==> config.mk <==
export PLATFORM = sky130hd
export DESIGN_NAME = intel_hex_record_loader
export DESIGN_NICKNAME = d
export VERILOG_FILES = /design/src/rtl/ihex_pkg.sv /design/src/rtl/ihex_parse.sv /design/src/rtl/intel_hex_record_loader.sv
export SDC_FILE = /design/constraint.sdc
export NUM_CORES = 1
export LEC_CHECK = 0
export ABC_AREA = 1
export BUFFER_PORTS_ARGS = -buffer_cell sky130_fd_sc_hd__buf_2
export CORE_AREA = 2 2 82 84
export CTS_BUF_LIST = sky130_fd_sc_hd__clkbuf_2
export DETAILED_ROUTE_END_ITERATION = 12
export DIE_AREA = 0 0 84 86
export GPL_TIMING_DRIVEN = 1
export PLACE_DENSITY_LB_ADDON = 0.1
export SYNTH_ARGS = -nofsm -noshare
export SYNTH_HDL_FRONTEND = slang
export SYNTH_SLANG_ARGS = --single-unit
==> constraint.sdc <==
create_clock -name clk -period 3.2 [get_ports clk]
set_input_delay 0.64 -clock clk [delete_from_list [all_inputs] [get_ports clk]]
set_output_delay 0.64 -clock clk [all_outputs]
set_load 0.01 [all_outputs]
==> src/rtl/ihex_pkg.sv <==
// ----------------------------------------------------------------------------
// ihex_pkg
// Shared widths, codes and types of the hex record loader.
// ----------------------------------------------------------------------------
package ihex_pkg;

  localparam int ADDR_BITS = 16;

  // result kinds
  localparam logic RESULT_WRITE = 1'b0;
  localparam logic RESULT_END   = 1'b1;

  // one result leaving the parser
  typedef struct packed {
    logic                 valid;
    logic                 kind;
    logic [ADDR_BITS-1:0] addr;
    logic [7:0]           data;
  } result_t;

  // parser status seen by the top level
  typedef struct packed {
    logic finished;
  } status_t;

endpackage

==> src/rtl/ihex_parse.sv <==
// ----------------------------------------------------------------------------
// ihex_parse
// Record parser: holds the parse state and turns one character into at most
// one result.
// ----------------------------------------------------------------------------
module ihex_parse (
  input  logic                clk,
  input  logic                rst_n,
  input  logic                step,
  input  logic [7:0]          char_in,
  output ihex_pkg::result_t   res,
  output ihex_pkg::status_t   status
);

  typedef enum logic [3:0] {
    PH_WAIT_COLON = 4'd0,
    PH_COUNT      = 4'd1,
    PH_ADDR_HI    = 4'd2,
    PH_ADDR_LO    = 4'd3,
    PH_TYPE       = 4'd4,
    PH_DATA       = 4'd5,
    PH_CHECKSUM   = 4'd6,
    PH_SKIP_LINE  = 4'd7
  } phase_t;

  localparam logic [7:0] CHAR_COLON = 8'h3a;
  localparam logic [7:0] CHAR_CR    = 8'h0d;
  localparam logic [7:0] CHAR_LF    = 8'h0a;
  localparam logic [7:0] KIND_DATA  = 8'h00;
  localparam logic [7:0] KIND_END   = 8'h01;

  // hex digit value, anything else reads as zero
  function automatic logic [3:0] nibble_of(input logic [7:0] ch);
    logic [3:0] v;
    v = 4'd0;
    if (ch >= 8'h30 && ch <= 8'h39) v = 4'(ch - 8'h30);
    else if (ch >= 8'h41 && ch <= 8'h46) v = 4'(ch - 8'h37);
    else if (ch >= 8'h61 && ch <= 8'h66) v = 4'(ch - 8'h57);
    return v;
  endfunction

  phase_t                         phase_r, phase_nxt;
  logic                           second_r, second_nxt;
  logic [3:0]                     nib_r, nib_nxt;
  logic [7:0]                     left_r, left_nxt;
  logic [ihex_pkg::ADDR_BITS-1:0] addr_r, addr_nxt;
  logic                           fin_r, fin_nxt;
  logic [7:0]                     byte_val;

  assign byte_val = {nib_r, nibble_of(char_in)};

  always_comb begin
    phase_nxt  = phase_r;
    second_nxt = second_r;
    nib_nxt    = nib_r;
    left_nxt   = left_r;
    addr_nxt   = addr_r;
    fin_nxt    = fin_r;
    res        = '0;
    if (!fin_r) begin
      case (phase_r)
        PH_WAIT_COLON: begin
          if (char_in == CHAR_COLON) begin
            phase_nxt  = PH_COUNT;
            second_nxt = 1'b0;
            nib_nxt    = 4'd0;
          end
        end
        PH_SKIP_LINE: begin
          if (char_in == CHAR_CR || char_in == CHAR_LF) phase_nxt = PH_WAIT_COLON;
        end
        PH_COUNT, PH_ADDR_HI, PH_ADDR_LO, PH_TYPE, PH_DATA, PH_CHECKSUM: begin
          if (!second_r) begin
            nib_nxt    = nibble_of(char_in);
            second_nxt = 1'b1;
          end else begin
            second_nxt = 1'b0;
            nib_nxt    = 4'd0;
            case (phase_r)
              PH_COUNT: begin
                left_nxt  = byte_val;
                phase_nxt = PH_ADDR_HI;
              end
              PH_ADDR_HI: begin
                addr_nxt  = {byte_val, addr_r[7:0] & 8'h00};
                phase_nxt = PH_ADDR_LO;
              end
              PH_ADDR_LO: begin
                addr_nxt  = {addr_r[ihex_pkg::ADDR_BITS-1:8], byte_val};
                phase_nxt = PH_TYPE;
              end
              PH_TYPE: begin
                if (byte_val == KIND_DATA) begin
                  phase_nxt = (left_r != 8'd0) ? PH_DATA : PH_CHECKSUM;
                end else if (byte_val == KIND_END) begin
                  fin_nxt   = 1'b1;
                  phase_nxt = PH_WAIT_COLON;
                  res.valid = 1'b1;
                  res.kind  = ihex_pkg::RESULT_END;
                end else begin
                  phase_nxt = PH_SKIP_LINE;
                end
              end
              PH_DATA: begin
                res.valid = 1'b1;
                res.kind  = ihex_pkg::RESULT_WRITE;
                res.addr  = addr_r;
                res.data  = byte_val;
                addr_nxt  = addr_r + 1'b1;
                left_nxt  = left_r - 8'd1;
                if (left_r == 8'd1) phase_nxt = PH_CHECKSUM;
              end
              default: begin
                phase_nxt = PH_WAIT_COLON;
              end
            endcase
          end
        end
        default: begin
          phase_nxt = PH_WAIT_COLON;
        end
      endcase
    end
  end

  assign status.finished = fin_r;

  always_ff @(posedge clk) begin
    if (!rst_n) begin
      phase_r  <= PH_WAIT_COLON;
      second_r <= 1'b0;
      nib_r    <= 4'd0;
      left_r   <= 8'd0;
      addr_r   <= '0;
      fin_r    <= 1'b0;
    end else if (step) begin
      phase_r  <= phase_nxt;
      second_r <= second_nxt;
      nib_r    <= nib_nxt;
      left_r   <= left_nxt;
      addr_r   <= addr_nxt;
      fin_r    <= fin_nxt;
    end
  end

endmodule

==> src/rtl/intel_hex_record_loader.sv <==
// ----------------------------------------------------------------------------
// intel_hex_record_loader
// Parses a stream of hex file characters into memory write requests and an
// end-of-file indication.
// ----------------------------------------------------------------------------
//
//   channel   direction   ports                                    carries
//   input     in          in_valid, in_ready, in_char_in           one character
//   result    out         out_valid, out_ready, out_result_kind,   write request
//                         out_write_address, out_write_data        or end marker
//
// one character per cycle sustained unless a result waits on a stalled output;
// a character is held in the input register, is parsed there and its result
// (if any) lands in the output register, which drives out_valid once the
// last digit of a data byte has been parsed
// reset is synchronous, active low, and clears the parser to waiting for a colon
// a stalled result only blocks a character that itself makes a result;
// characters that make none keep flowing past the waiting output register
// after the end record every character is taken and dropped until reset
module intel_hex_record_loader (
  input  logic                           clk,
  input  logic                           rst_n,
  input  logic                           in_valid,
  output logic                           in_ready,
  input  logic [7:0]                     in_char_in,
  output logic                           out_valid,
  input  logic                           out_ready,
  output logic                           out_result_kind,
  output logic [ihex_pkg::ADDR_BITS-1:0] out_write_address,
  output logic [7:0]                     out_write_data
);

  // input register
  logic                in_valid_r;
  logic [7:0]          in_char_r;

  // output register
  logic                           out_valid_r;
  logic                           out_kind_r;
  logic [ihex_pkg::ADDR_BITS-1:0] out_addr_r;
  logic [7:0]                     out_data_r;

  ihex_pkg::result_t res;
  ihex_pkg::status_t status;
  logic              out_free;
  logic              fire;

  ihex_parse u_parse (
    .clk     (clk),
    .rst_n   (rst_n),
    .step    (fire),
    .char_in (in_char_r),
    .res     (res),
    .status  (status)
  );

  // output slot is free if empty or drained this cycle
  assign out_free = !out_valid_r || out_ready;
  // the held character is parsed once its result, if any, has somewhere to go
  assign fire     = in_valid_r && (!res.valid || out_free);
  assign in_ready = !in_valid_r || fire;

  always_ff @(posedge clk) begin
    if (!rst_n) begin
      in_valid_r <= 1'b0;
    end else if (in_ready) begin
      in_valid_r <= in_valid;
    end
  end

  always_ff @(posedge clk) begin
    if (in_ready && in_valid) begin
      in_char_r <= in_char_in;
    end
  end

  always_ff @(posedge clk) begin
    if (!rst_n) begin
      out_valid_r <= 1'b0;
    end else if (fire && res.valid) begin
      out_valid_r <= 1'b1;
    end else if (out_ready) begin
      out_valid_r <= 1'b0;
    end
  end

  always_ff @(posedge clk) begin
    if (fire && res.valid) begin
      out_kind_r <= res.kind;
      out_addr_r <= res.addr;
      out_data_r <= res.data;
    end
  end

  assign out_valid         = out_valid_r;
  assign out_result_kind   = out_kind_r;
  assign out_write_address = out_addr_r;
  assign out_write_data    = out_data_r;

  // end seen stays seen until reset
  a_finished_sticky: assert property (@(posedge clk) disable iff (!rst_n)
    status.finished |=> status.finished)
    else $error("finished flag dropped");

  // nothing is produced once the end record is seen
  a_quiet_after_end: assert property (@(posedge clk) disable iff (!rst_n)
    status.finished |-> !res.valid)
    else $error("result after end record");

  // input stalls only behind a result that cannot leave
  a_stall_cause: assert property (@(posedge clk) disable iff (!rst_n)
    !in_ready |-> (in_valid_r && res.valid && out_valid_r && !out_ready))
    else $error("input stalled without cause");

  // a parsed result always reaches the output register
  a_result_lands: assert property (@(posedge clk) disable iff (!rst_n)
    (fire && res.valid) |=> out_valid_r)
    else $error("parsed result lost");

endmodule
==> metrics.md, run 1 <==
| Metric | Value |
|---|---|
| DR iter-0 viols | `284` |
| Main synth FF type | `dfxtp_1` |
| Die X-Extent | `84 um` |
| Synthesis Warnings | `0` |
| Post-layout util | `0.6657` |
| Max-Cap Viols | `0` |
| Period Utilization, post-route | `0.9678` |
| Non-filler cells, final | `605` |
| FP Rows | `29` |
| Slew Limit Fails | `0` |
| Initial antenna violation count | `0` |
| Post-Syn Area | `3697 um^2` |
| Fin area | `4179 um^2` |
| Total power | `1516 uW` |
| Die area | `7224 um^2` |
| Detailed-route wire length per cell | `between 10 and 15 um` |
| WL final | `approximately 8.1 mm` |
| Vias in the first global route | `2,897` |
| Worst-path clk slew | `0.17 ns` |
| Largest net degree at the start of global routing | `27` |
| Worst-margin pin slew | `between 0.5 and 0.6 ns` |
| Final hold viol count | `0` |
| Crit path capture type | `primary output` |
| Power Density | `362.7 nW/um^2` |
| Slew HR | `0.6459` |
| Die height | `86 um` |
| Top cells by area, synth | `edfxtp_1 27%, dfxtp_1 19%, nor2_1 8.9%, nand2_1 8.6%, inv_1 5.6%` |
| Status | `complete, no violations` |
| Inst Count DP | `around 580` |
| Post-DP Area | `approximately 3900 um^2` |
| Setup CP Type | `register to primary output` |
| CTS tree | `yes` |
| Overall via count from detail_route | `3,335` |
| Critical path's top delay family | `simple AND/OR/NAND/NOR gates` |
| Final setup TNS | `0 ns` |
| Final Skew | `0.01951 ns` |
| Mapped Cells | `472` |
| Max Buffers Root-to-Sink | `2` |
| Core area | `6277 um^2` |
| Crit-path max FO | `4` |
| # port buffers | `38` |
| Area Overhead vs Synth | `13.03%` |
| Syn_nets | `492` |
| Top-level I/O count | `39` |
| Required time of the critical path | `2.56 ns` |
| Htree depth | `3` |
| Initial core utilization | `0.5890` |
| Max Clock Freq | `322.9 MHz` |
| Antenna Nets Post-Route | `0` |
| Worst-path cell chain | `ha_2 > inv_2 > nand3_1 > nand3_1 > o21ai_2 > inv_2 > nand3_4 > nor2_4 > nand3_4 > nand2_4 > nand3_4 > buf_6` |
| Fin crit period | `around 3.1 ns` |
| N_diodes | `0` |
| TritonRoute pass-1 iters | `6` |
| Gp weighted congestion | `0.9087` |
| Avg Synthesized Cell Area | `7.833 um^2` |
| Leading area contributor after synthesis | `edfxtp_1` |
| Worst Setup Start Kind | `register` |
| Grt ovf | `0` |
| Clock insertion delay at the later pin of the skew report | `around 0.53 ns` |
| Root buffer selected by CTS | `clkbuf_2` |
| Worst hold-check path type | `input port to register` |
| CP Buf/Inv Count | `3` |
| Most Frequent Cell on Critical Path | `nand3_4` |
| Post-synth EDFFs | `33` |
| Seq/Total Area, Yosys | `0.4575` |
| Top cell type's share of synthesized area | `0.2680` |
| Yosys cell types | `41` |
| Final setup vio count | `0` |
| Clock sinks | `68` |
| First-pass GRT wire length | `13.32 mm` |
| Slowest-stage cell, CP | `edfxtp_1` |
| Share of layout cells above drive strength 1 | `0.2083` |
| DRC | `0` |
| Leak | `about 0.0015 uW` |
| FFs w/ async S/R, synth | `0` |
| Placed wire-length estimate | `5.695 mm` |
| Yosys reg bits | `68` |
| Layout Nets | `544` |
| CTS Buf Count | `9` |
| CP Data Arrival Time | `~2.5 ns` |
| Gr usage total | `0.2303` |
| Via/cell ratio | `around 5.5` |
| Max incr delay on CP | `0.48 ns` |
| Maximum vdd drop | `between 0.2 and 0.25 mV` |
-- metal layers --
layer / track usage / routed length, um
met1: 0.3089 / 3585
met2: 0.3665 / 3814
met3: 0.05679 / 519
met4: 0.08065 / 172
met5: 0 / 0
-- path summary, 6_finish.rpt --
kind,startpoint,to,slack (ns),depth (start not counted)
max,in_char_r[0],in_ready,0.10,12
min,in_char_in[4],in_char_r[4],0.28,1
max reg2reg,in_char_r[1],u_parse.left_r[2],0.43,18
min reg2reg,u_parse.nib_r[2],u_parse.nib_r[2],0.50,2
-- report_power, final --
| part | leakage [uW] | internal (uW) | switching [uW] | total (uW) |
|---|---|---|---|---|
| Clock | 0.0000600 | 175 | 323 | 497 |
| Combinational | 0.000888 | 36.2 | 57.6 | 93.7 |
| Sequential | 0.000532 | 916 | 8.29 | 925 |
| Total | 0.00148 | 1130 | 388 | 1520 |
-- cell type report --
| type | count | area, um^2 |
|---|---|---|
| multi-input combinational | 329 | 1738 |
| fill | 545 | 2098 |
| sequential | 68 | 1692 |
| clock inverter | 6 | 66.31 |
| timing repair buffer | 52 | 301.5 |
| tap | 77 | 96.34 |
| clock buffer | 9 | 45.04 |
| inverter | 64 | 240.2 |
-- metrics by stage --
stage | hold slack, ns | setup slack (ns)
floorplan | 0.4540 | 0.5537
global placement | 0.4640 | 0.5882
detailed placement | 0.4791 | 0.4922
CTS | 0.2822 | 0.01470
global route | 0.2508 | -0.04018
finish | 0.2838 | 0.1031
-- Yosys cell counts, types with 4 or more instances --
cell      number
a21oi_1       25
a22oi_1        5
clkbuf_1       6
dfxtp_1       35
edfxtp_1      33
ha_1           8
inv_1         55
inv_2          9
nand2_1       85
nand3_1       30
nand3_4        4
nand4_1        6
nor2_1        88
nor2_2         6
nor2_4         5
nor3_1        12
o21ai_0       24
o21ai_1        4
-- cells by family after synthesis --
logic type / share of synthesized area
flops: 0.4575
mux: 0.002707
compound gates: 0.1154
buf+inv: 0.08257
xor+xnor: 0.002369
fa+ha+maj: 0.02707
simple gates: 0.3124
-- timing repair --
action                     CTS  global route
setup endpoints to repair    1             1
setup buffers                2             9
hold buffers                 0             0
resized for setup            2            10
pin swaps                    1             7
-- flip-flops by register name, summed over array words and instances (netlist names) --
signal,flops
u_parse.second_r,1
out_result_kind,1
u_parse.nib_r,4
u_parse.phase_r,3
u_parse.addr_r,16
u_parse.status,1
out_write_data,8
out_valid,1
in_valid_r,1
u_parse.left_r,8
in_char_r,8
out_write_address,16
-- placed cells by master (no fill, tap or decap), types with 3 or more instances in the layout --
cell,instances
nor2_1,87
nand2_1,84
inv_1,52
buf_2,37
dfxtp_1,35
edfxtp_1,33
nand3_1,29
a21oi_1,25
o21ai_0,24
buf_4,14
inv_2,12
nor3_1,12
clkbuf_2,9
nor2_4,6
nor2_2,6
nand4_1,6
ha_1,6
nand3_4,5
a22oi_1,5
nand2_2,4
o21ai_1,4
o21bai_1,3
clkinvlp_4,3
Note: power is estimated with default switching activity, not from simulation.
==> inputs of run 2 (changes only) <==
--- a/config.mk
+++ b/config.mk
@@ -5,7 +5,6 @@
 export SDC_FILE = /design/constraint.sdc
 export NUM_CORES = 1
 export LEC_CHECK = 0
-export ABC_AREA = 1
 export BUFFER_PORTS_ARGS = -buffer_cell sky130_fd_sc_hd__buf_2
 export CORE_AREA = 2 2 82 84
 export CTS_BUF_LIST = sky130_fd_sc_hd__clkbuf_2
@@ -13,6 +12,7 @@
 export DIE_AREA = 0 0 84 86
 export GPL_TIMING_DRIVEN = 1
 export PLACE_DENSITY_LB_ADDON = 0.1
+export RECOVER_POWER = 50
 export SYNTH_ARGS = -nofsm -noshare
 export SYNTH_HDL_FRONTEND = slang
 export SYNTH_SLANG_ARGS = --single-unit
==> metrics.md, run 2 <==
| Metric | Value |
|---|---|
| Worst-path cell chain | `and4bb_2 > nand4_1 > nor3_1 > o21ai_1 > or2_2 > buf_2 (was ha_2 > inv_2 > nand3_1 > nand3_1 > o21ai_2 > inv_2 > nand3_4 > nor2_4 > nand3_4 > nand2_4 > nand3_4 > buf_6)` |
| WHS Endpoint | `in_char_r[1] (was in_char_r[4])` |
| Main synth FF type | `dfxtp_1 (unchanged)` |
| Max-Cap Viols | `0 (unchanged)` |
| Grt ovf | `0 (unchanged)` |
| FP Rows | `29 (unchanged)` |
| Slew HR | `0.2068 (was 0.6459)` |
| Leak | `0.001440 uW (was 0.001480 uW)` |
| Commonest non-fill, non-tap cell in the layout | `dfxtp_1 (was nor2_1)` |
| Mapped Cells | `387 (was 472)` |
| Crit-path max FO | `5 (was 4)` |
| RSZ-0062 raised after global routing | `false` |
| R2R setup slack | `0.33 ns (was 0.43 ns)` |
| Seq/Total Area, Yosys | `0.4592 (was 0.4575)` |
| Inst Count DP | `487 (was 579)` |
| Top-level I/O count | `39 (unchanged)` |
| Gr usage total | `0.2418 (was 0.2303)` |
| Non-filler cells, final | `506 (was 605)` |
| Yosys reg bits | `68 (unchanged)` |
| Syn_nets | `407 (was 492)` |
| First-pass GRT wire length | `13.77 mm (was 13.32 mm)` |
| Post-synth EDFFs | `33 (unchanged)` |
| Worst Setup Start Kind | `register (unchanged)` |
| CTS tree | `yes (unchanged)` |
| Worst hold-check path type | `input port to register (unchanged)` |
| Clock sinks | `68 (unchanged)` |
| Most frequent cells in the layout | `34 x dfxtp_1, 33 x edfxtp_1, 29 x nand2_1, 28 x clkbuf_1 (was 87 x nor2_1, 84 x nand2_1, 52 x inv_1, 37 x buf_2, 35 x dfxtp_1)` |
| # port buffers | `38 (unchanged)` |
| Synth cell count leaders | `35 x dfxtp_1, 33 x edfxtp_1, 29 x nand2_1 (was 88 x nor2_1, 85 x nand2_1, 55 x inv_1)` |
| FFs w/ async S/R, synth | `0 (unchanged)` |
| Vias in the first global route | `2,810 (was 2,897)` |
| Die height | `86 um (unchanged)` |
| Leading area contributor after synthesis | `edfxtp_1 (unchanged)` |
| Required time of the critical path | `2.56 ns (about the same)` |
| Worst-path clk slew | `0.19 ns (was 0.17 ns)` |
| Filler cells | `542 (was 545)` |
| Top cells by area, synth | `edfxtp_1 27%, dfxtp_1 19%, and2_1 4.1%, o21ai_0 3.4%, a21oi_1 3.0% (was edfxtp_1 27%, dfxtp_1 19%, nor2_1 8.9%, nand2_1 8.6%, inv_1 5.6%)` |
| Max Buffers Root-to-Sink | `2 (unchanged)` |
| Top cell type's share of synthesized area | `0.2690 (was 0.2680)` |
| Register area | `1693 um^2 (was 1692 um^2)` |
| Worst R2R Path Depth | `6 (was 18)` |
| Multi-input gate area | `1857 um^2 (was 1738 um^2)` |
| CP Buf/Inv Count | `1 (was 3)` |
| Most common cell in the synthesized netlist | `dfxtp_1 (was nor2_1)` |
| TritonRoute pass-1 iters | `5 (was 6)` |
| N_diodes | `0 (unchanged)` |
| CP Data Arrival Time | `2.34 ns (was 2.46 ns)` |
| Placed wire-length estimate | `6.063 mm (was 5.695 mm)` |
| Slew Limit Fails | `0 (unchanged)` |
| Maximum vdd drop | `0.3215 mV (was 0.2476 mV)` |
| Post-Syn Area | `3684 um^2 (was 3697 um^2)` |
| Crit path capture type | `primary output (unchanged)` |
| Die X-Extent | `84 um (unchanged)` |
| Hold Slack | `0.3056 ns (was 0.2838 ns)` |
| WHS Path Cells | `1 (unchanged)` |
| Initial core utilization | `0.5868 (was 0.5890)` |
| DRC | `0 (unchanged)` |
| Overall via count from detail_route | `3,192 (was 3,335)` |
| Share of layout cells above drive strength 1 | `0.1119 (was 0.2083)` |
| Period Utilization, post-route | `0.9320 (was 0.9678)` |
| Setup CP Type | `register to primary output (unchanged)` |
| Clock insertion delay at the later pin of the skew report | `0.50 ns (was 0.53 ns)` |
| Die area | `7224 um^2 (unchanged)` |
| DR iter-0 viols | `191 (was 284)` |
| Area Overhead vs Synth | `9.783% (was 13.03%)` |
| Slowest-stage cell, CP | `edfxtp_1 (unchanged)` |
| Worst-margin pin slew | `1.190 ns (was 0.5292 ns)` |
| Final Skew | `0.02133 ns (was 0.01951 ns)` |
| Min-delay src | `in_char_in[1] (was in_char_in[4])` |
| Core area | `6277 um^2 (unchanged)` |
| Final setup TNS | `0 ns (unchanged)` |
| Antenna Nets Post-Route | `0 (unchanged)` |
| CTS Buf Count | `9 (unchanged)` |
| Fin crit period | `2.982 ns (was 3.097 ns)` |
| Max Clock Freq | `335.3 MHz (was 322.9 MHz)` |
| Power Density | `410.6 nW/um^2 (was 362.7 nW/um^2)` |
| Final hold viol count | `0 (unchanged)` |
| Htree depth | `3 (unchanged)` |
| Crit path from | `in_char_r[7] (was in_char_r[0])` |
| Initial antenna violation count | `0 (unchanged)` |
| Root buffer selected by CTS | `clkbuf_2 (unchanged)` |
| RR Startpoint | `u_parse.phase_r[1] (was in_char_r[1])` |
| Detailed-route wire length per cell | `17.05 um (was 13.37 um)` |
| Status | `complete, no violations (unchanged)` |
| Reg-to-Reg End | `u_parse.addr_r[4] (was u_parse.left_r[2])` |
| WL final | `8.628 mm (was 8.091 mm)` |
| Critical path's top delay family | `simple AND/OR/NAND/NOR gates (unchanged)` |
| Largest net degree at the start of global routing | `27 (unchanged)` |
| Final setup vio count | `0 (unchanged)` |
| Max incr delay on CP | `0.46 ns (was 0.48 ns)` |
| Gp weighted congestion | `0.9080 (was 0.9087)` |
| Via/cell ratio | `6.308 (was 5.512)` |
| Avg Synthesized Cell Area | `9.518 um^2 (was 7.833 um^2)` |
| Synthesis Warnings | `0 (unchanged)` |
| Yosys cell types | `65 (was 41)` |
| Layout Nets | `444 (was 544)` |
run 2: cell count changes after synthesis, moves of 6 or more:
cell,previous run,this run
nor2_1,88,25
nand2_1,85,29
inv_1,55,11
and2_1,0,24
nand3_1,30,14
clkbuf_1,6,15
inv_2,9,0
a31oi_1,2,10
o21a_1,0,8
a221oi_1,0,7
nor2_2,6,0
run 2: how the worst max path moves through the flow:
| stage | cells after the start | slack [ns] | end |
|---|---|---|---|
| after floorplan | 5 | 0.38 | out_result_kind |
| after global placement | 6 | 0.66 | in_ready |
| after detailed placement | 6 | 0.61 | in_ready |
| after CTS | 6 | 0.008 | in_ready |
| after global routing | 6 | 0.05 | in_ready |
| final | 6 | 0.22 | in_ready |
run 2: stage by stage:
stage	util	cell area, um^2	worst slack (ns)	power, uW
after floorplan	-	3684	0.3810	1054
after global placement	0.6253	3925	0.6615	1084
after detailed placement	0.6253	3925	0.6053	1086
after CTS	0.6474	4064	0.008497	1662
after global routing	0.6442	4044	0.05122	1722
final	0.6442	4044	0.2176	1660
run 2: cell families after synthesis:
| kind of cell | count (synthesis) | synth area share |
|---|---|---|
| adders and majority gates | 8 | 0.02717 |
| muxes | 5 | 0.01359 |
| AOI/OAI and AO/OA | 108 | 0.1967 |
| and+or+nand+nor | 161 | 0.2551 |
| buffers and inverters | 32 | 0.03634 |
| DFF | 68 | 0.4592 |
| xor gates and xnor gates | 5 | 0.01189 |
run 2: timing repair:
item / CTS / global route
endpoints found under the setup margin: 0 / 1
setup buffers: 0 / 3
hold buffers: 0 / 0
resized for setup: 0 / 3
run 2: area by class of cell:
class                   instances  area share
well taps                      77     0.02382
clock inverters                 6     0.02197
multi-input cells             287      0.4592
flip-flops and latches         68      0.4186
repair buffers                 47     0.05384
clock buffers                  10     0.01238
inverters                      11     0.01021
run 2: where the power goes:
part / internal (uW) / leakage, uW / switching [uW]
sequential: 921 / 0.000614 / 23.9
clock: 261 / 0.0000781 / 323
combinational: 56.5 / 0.000748 / 73.9
run 2: layer usage:
layer,GRT usage,vias to the layer above,part of all wire
li1,-,1551,-
met1,0.3088,1513,0.44
met2,0.4007,116,0.48
met3,0.04812,12,0.058
met4,0.1070,0,0.022
met5,0,-,0
==> inputs of run 3 (changes only) <==
--- a/config.mk
+++ b/config.mk
@@ -6,13 +6,14 @@
 export NUM_CORES = 1
 export LEC_CHECK = 0
 export BUFFER_PORTS_ARGS = -buffer_cell sky130_fd_sc_hd__buf_2
-export CORE_AREA = 2 2 82 84
+export CORE_AREA = 5 5 85 87
 export CTS_BUF_LIST = sky130_fd_sc_hd__clkbuf_2
 export DETAILED_ROUTE_END_ITERATION = 12
-export DIE_AREA = 0 0 84 86
+export DIE_AREA = 0 0 90 92
 export GPL_TIMING_DRIVEN = 1
 export PLACE_DENSITY_LB_ADDON = 0.1
 export RECOVER_POWER = 50
 export SYNTH_ARGS = -nofsm -noshare
 export SYNTH_HDL_FRONTEND = slang
 export SYNTH_SLANG_ARGS = --single-unit
+export TNS_END_PERCENT = 5
==> metrics.md, run 3 (synthesized netlist as in run 2, its figures left out) <==
| Metric | Value |
|---|---|
| Status | `complete, no violations (unchanged)` |
| Vias in the first global route | `3,022 (was 2,810)` |
| Htree depth | `3 (unchanged)` |
| Commonest non-fill, non-tap cell in the layout | `edfxtp_1 (was dfxtp_1)` |
| DR iter-0 viols | `274 (was 191)` |
| GRT busiest layer | `met2 (unchanged)` |
| Setup CP Type | `register to primary output (unchanged)` |
| Worst Setup Start Kind | `register (unchanged)` |
| Post-DP Area | `3925 um^2 (unchanged)` |
| N_diodes | `0 (unchanged)` |
| Met2 Use GR | `0.3726 (was 0.4007)` |
| RSZ-0062 raised after global routing | `false (unchanged)` |
| Max Clock Freq | `331.5 MHz (was 335.3 MHz)` |
| Clock insertion delay at the later pin of the skew report | `0.52 ns (was 0.50 ns)` |
| Met3 usage | `0.05319 (was 0.04812)` |
| First-pass GRT wire length | `14.93 mm (was 13.77 mm)` |
| Leak | `0.001494 uW (was 0.001440 uW)` |
| Largest net degree at the start of global routing | `27 (unchanged)` |
| Period Utilization, post-route | `0.9426 (was 0.9320)` |
| Multi-input gate area | `1862 um^2 (was 1857 um^2)` |
| Gr usage total | `0.2213 (was 0.2418)` |
| Share of layout cells above drive strength 1 | `0.1356 (was 0.1119)` |
| Core area | `6277 um^2 (unchanged)` |
| Top-level I/O count | `39 (unchanged)` |
| Fin crit period | `3.016 ns (was 2.982 ns)` |
| Layout Nets | `450 (was 444)` |
| WL final | `9.225 mm (was 8.628 mm)` |
| FP Rows | `29 (unchanged)` |
| Final Skew | `0.03714 ns (was 0.02133 ns)` |
| Overall via count from detail_route | `3,248 (was 3,192)` |
| Slew Limit Fails | `0 (unchanged)` |
| Gp weighted congestion | `0.8570 (was 0.9080)` |
| Final setup vio count | `0 (unchanged)` |
| Crit path capture type | `primary output (unchanged)` |
| Fin area | `4099 um^2 (was 4044 um^2)` |
| # port buffers | `38 (unchanged)` |
| DRC | `0 (unchanged)` |
| Placed wire-length estimate | `6.265 mm (was 6.063 mm)` |
| Grt ovf | `0 (unchanged)` |
| R2R setup slack | `0.61 ns (was 0.33 ns)` |
| Die area | `8280 um^2 (was 7224 um^2)` |
| Root buffer selected by CTS | `clkbuf_2 (unchanged)` |
| Max Buffers Root-to-Sink | `2 (unchanged)` |
| Initial antenna violation count | `0 (unchanged)` |
| Total power | `1665 uW (was 1660 uW)` |
| Register area | `1697 um^2 (was 1693 um^2)` |
| Max-Cap Viols | `0 (unchanged)` |
| TritonRoute pass-1 iters | `7 (was 5)` |
| Worst-margin pin slew | `0.8165 ns (was 1.190 ns)` |
| GR Util met1 | `0.2758 (was 0.3088)` |
| CTS Buf Count | `9 (unchanged)` |
| Area Overhead vs Synth | `11.28% (was 9.783%)` |
| Worst-path clk slew | `0.19 ns (about the same)` |
| Required time of the critical path | `2.56 ns (about the same)` |
| Antenna Nets Post-Route | `0 (unchanged)` |
| Final setup TNS | `0 ns (unchanged)` |
| CP Data Arrival Time | `2.38 ns (was 2.34 ns)` |
| Worst hold-check path type | `input port to register (unchanged)` |
| Slew HR | `0.4480 (was 0.2068)` |
| Clock sinks | `68 (unchanged)` |
| Most frequent cells in the layout | `33 x edfxtp_1, 31 x dfxtp_1, 29 x nand2_1, 26 x clkbuf_1, 25 x o21ai_0 (was 34 x dfxtp_1, 33 x edfxtp_1, 29 x nand2_1, 28 x clkbuf_1)` |
| Die height | `92 um (was 86 um)` |
| Initial core utilization | `0.5868 (unchanged)` |
| Filler cells | `564 (was 542)` |
| Detailed-route wire length per cell | `18.02 um (was 17.05 um)` |
| Via/cell ratio | `6.344 (was 6.308)` |
| Maximum vdd drop | `0.2829 mV (was 0.3215 mV)` |
| Power Density | `406.1 nW/um^2 (was 410.6 nW/um^2)` |
| Die X-Extent | `90 um (was 84 um)` |
| Crit-path max FO | `5 (unchanged)` |
| CTS tree | `yes (unchanged)` |
| Final hold viol count | `0 (unchanged)` |
-- run 3: worst max-delay path, cell delays in order, from the launching register on --
cell and delay, ns:
edfxtp_1 0.45, and4bb_2 0.37, nand4_1 0.17, nor3_2 0.19, o21ai_0 0.12, buf_4 0.17
or2_2 0.26, buf_2 0.14
-- run 3: report_power, final --
part | switching [uW] | internal, uW | total, uW
combinational | 78.4 | 61.5 | 140
clock | 317 | 263 | 580
sequential | 23.1 | 921 | 945
total | 419 | 1250 | 1660
-- run 3: through the flow --
step	hold WS [ns]	utilization	cells	setup WS [ns]
2_1_floorplan	0.4519	-	387	0.3810
3_3_place_gp	0.4662	0.6253	487	0.6592
3_5_place_dp	0.4917	0.6253	487	0.6334
4_1_cts	0.2482	0.6464	503	0.02201
5_1_grt	0.2184	0.6530	512	0.002309
6_report	0.2809	0.6530	512	0.1838
-- run 3: layer usage --
metal,wire (um),part of all wire,up-vias
met5,0,0,-
met4,191,0.021,0
met3,598,0.065,21
met2,4510,0.49,134
met1,3925,0.43,1534
li1,-,-,1559
-- run 3: worst paths after layout --
path                                         from                end  depth (start not counted)
worst max register to register       in_char_r[4]  u_parse.addr_r[9]                          5
worst max-delay path                 in_char_r[7]           in_ready                          7
worst min register to register  u_parse.left_r[1]  u_parse.left_r[1]                          2
worst min-delay path                in_char_in[6]       in_char_r[6]                          1
-- run 3: timing repair --
action | CTS | global route
endpoints found under the hold margin | 0 | 0
setup buffers | 0 | 9
endpoints found under the setup margin | 0 | 1
gates resized for setup | 0 | 6
hold buffers | 0 | 0
-- run 3: layout make-up --
class / count / area share
Clock buffer: 11 / 0.01343
Multi-Input combinational cell: 287 / 0.4542
Sequential cell: 68 / 0.4139
Tap cell: 77 / 0.02350
Timing Repair Buffer: 53 / 0.06593
Clock inverter: 5 / 0.01893
Inverter: 11 / 0.01007
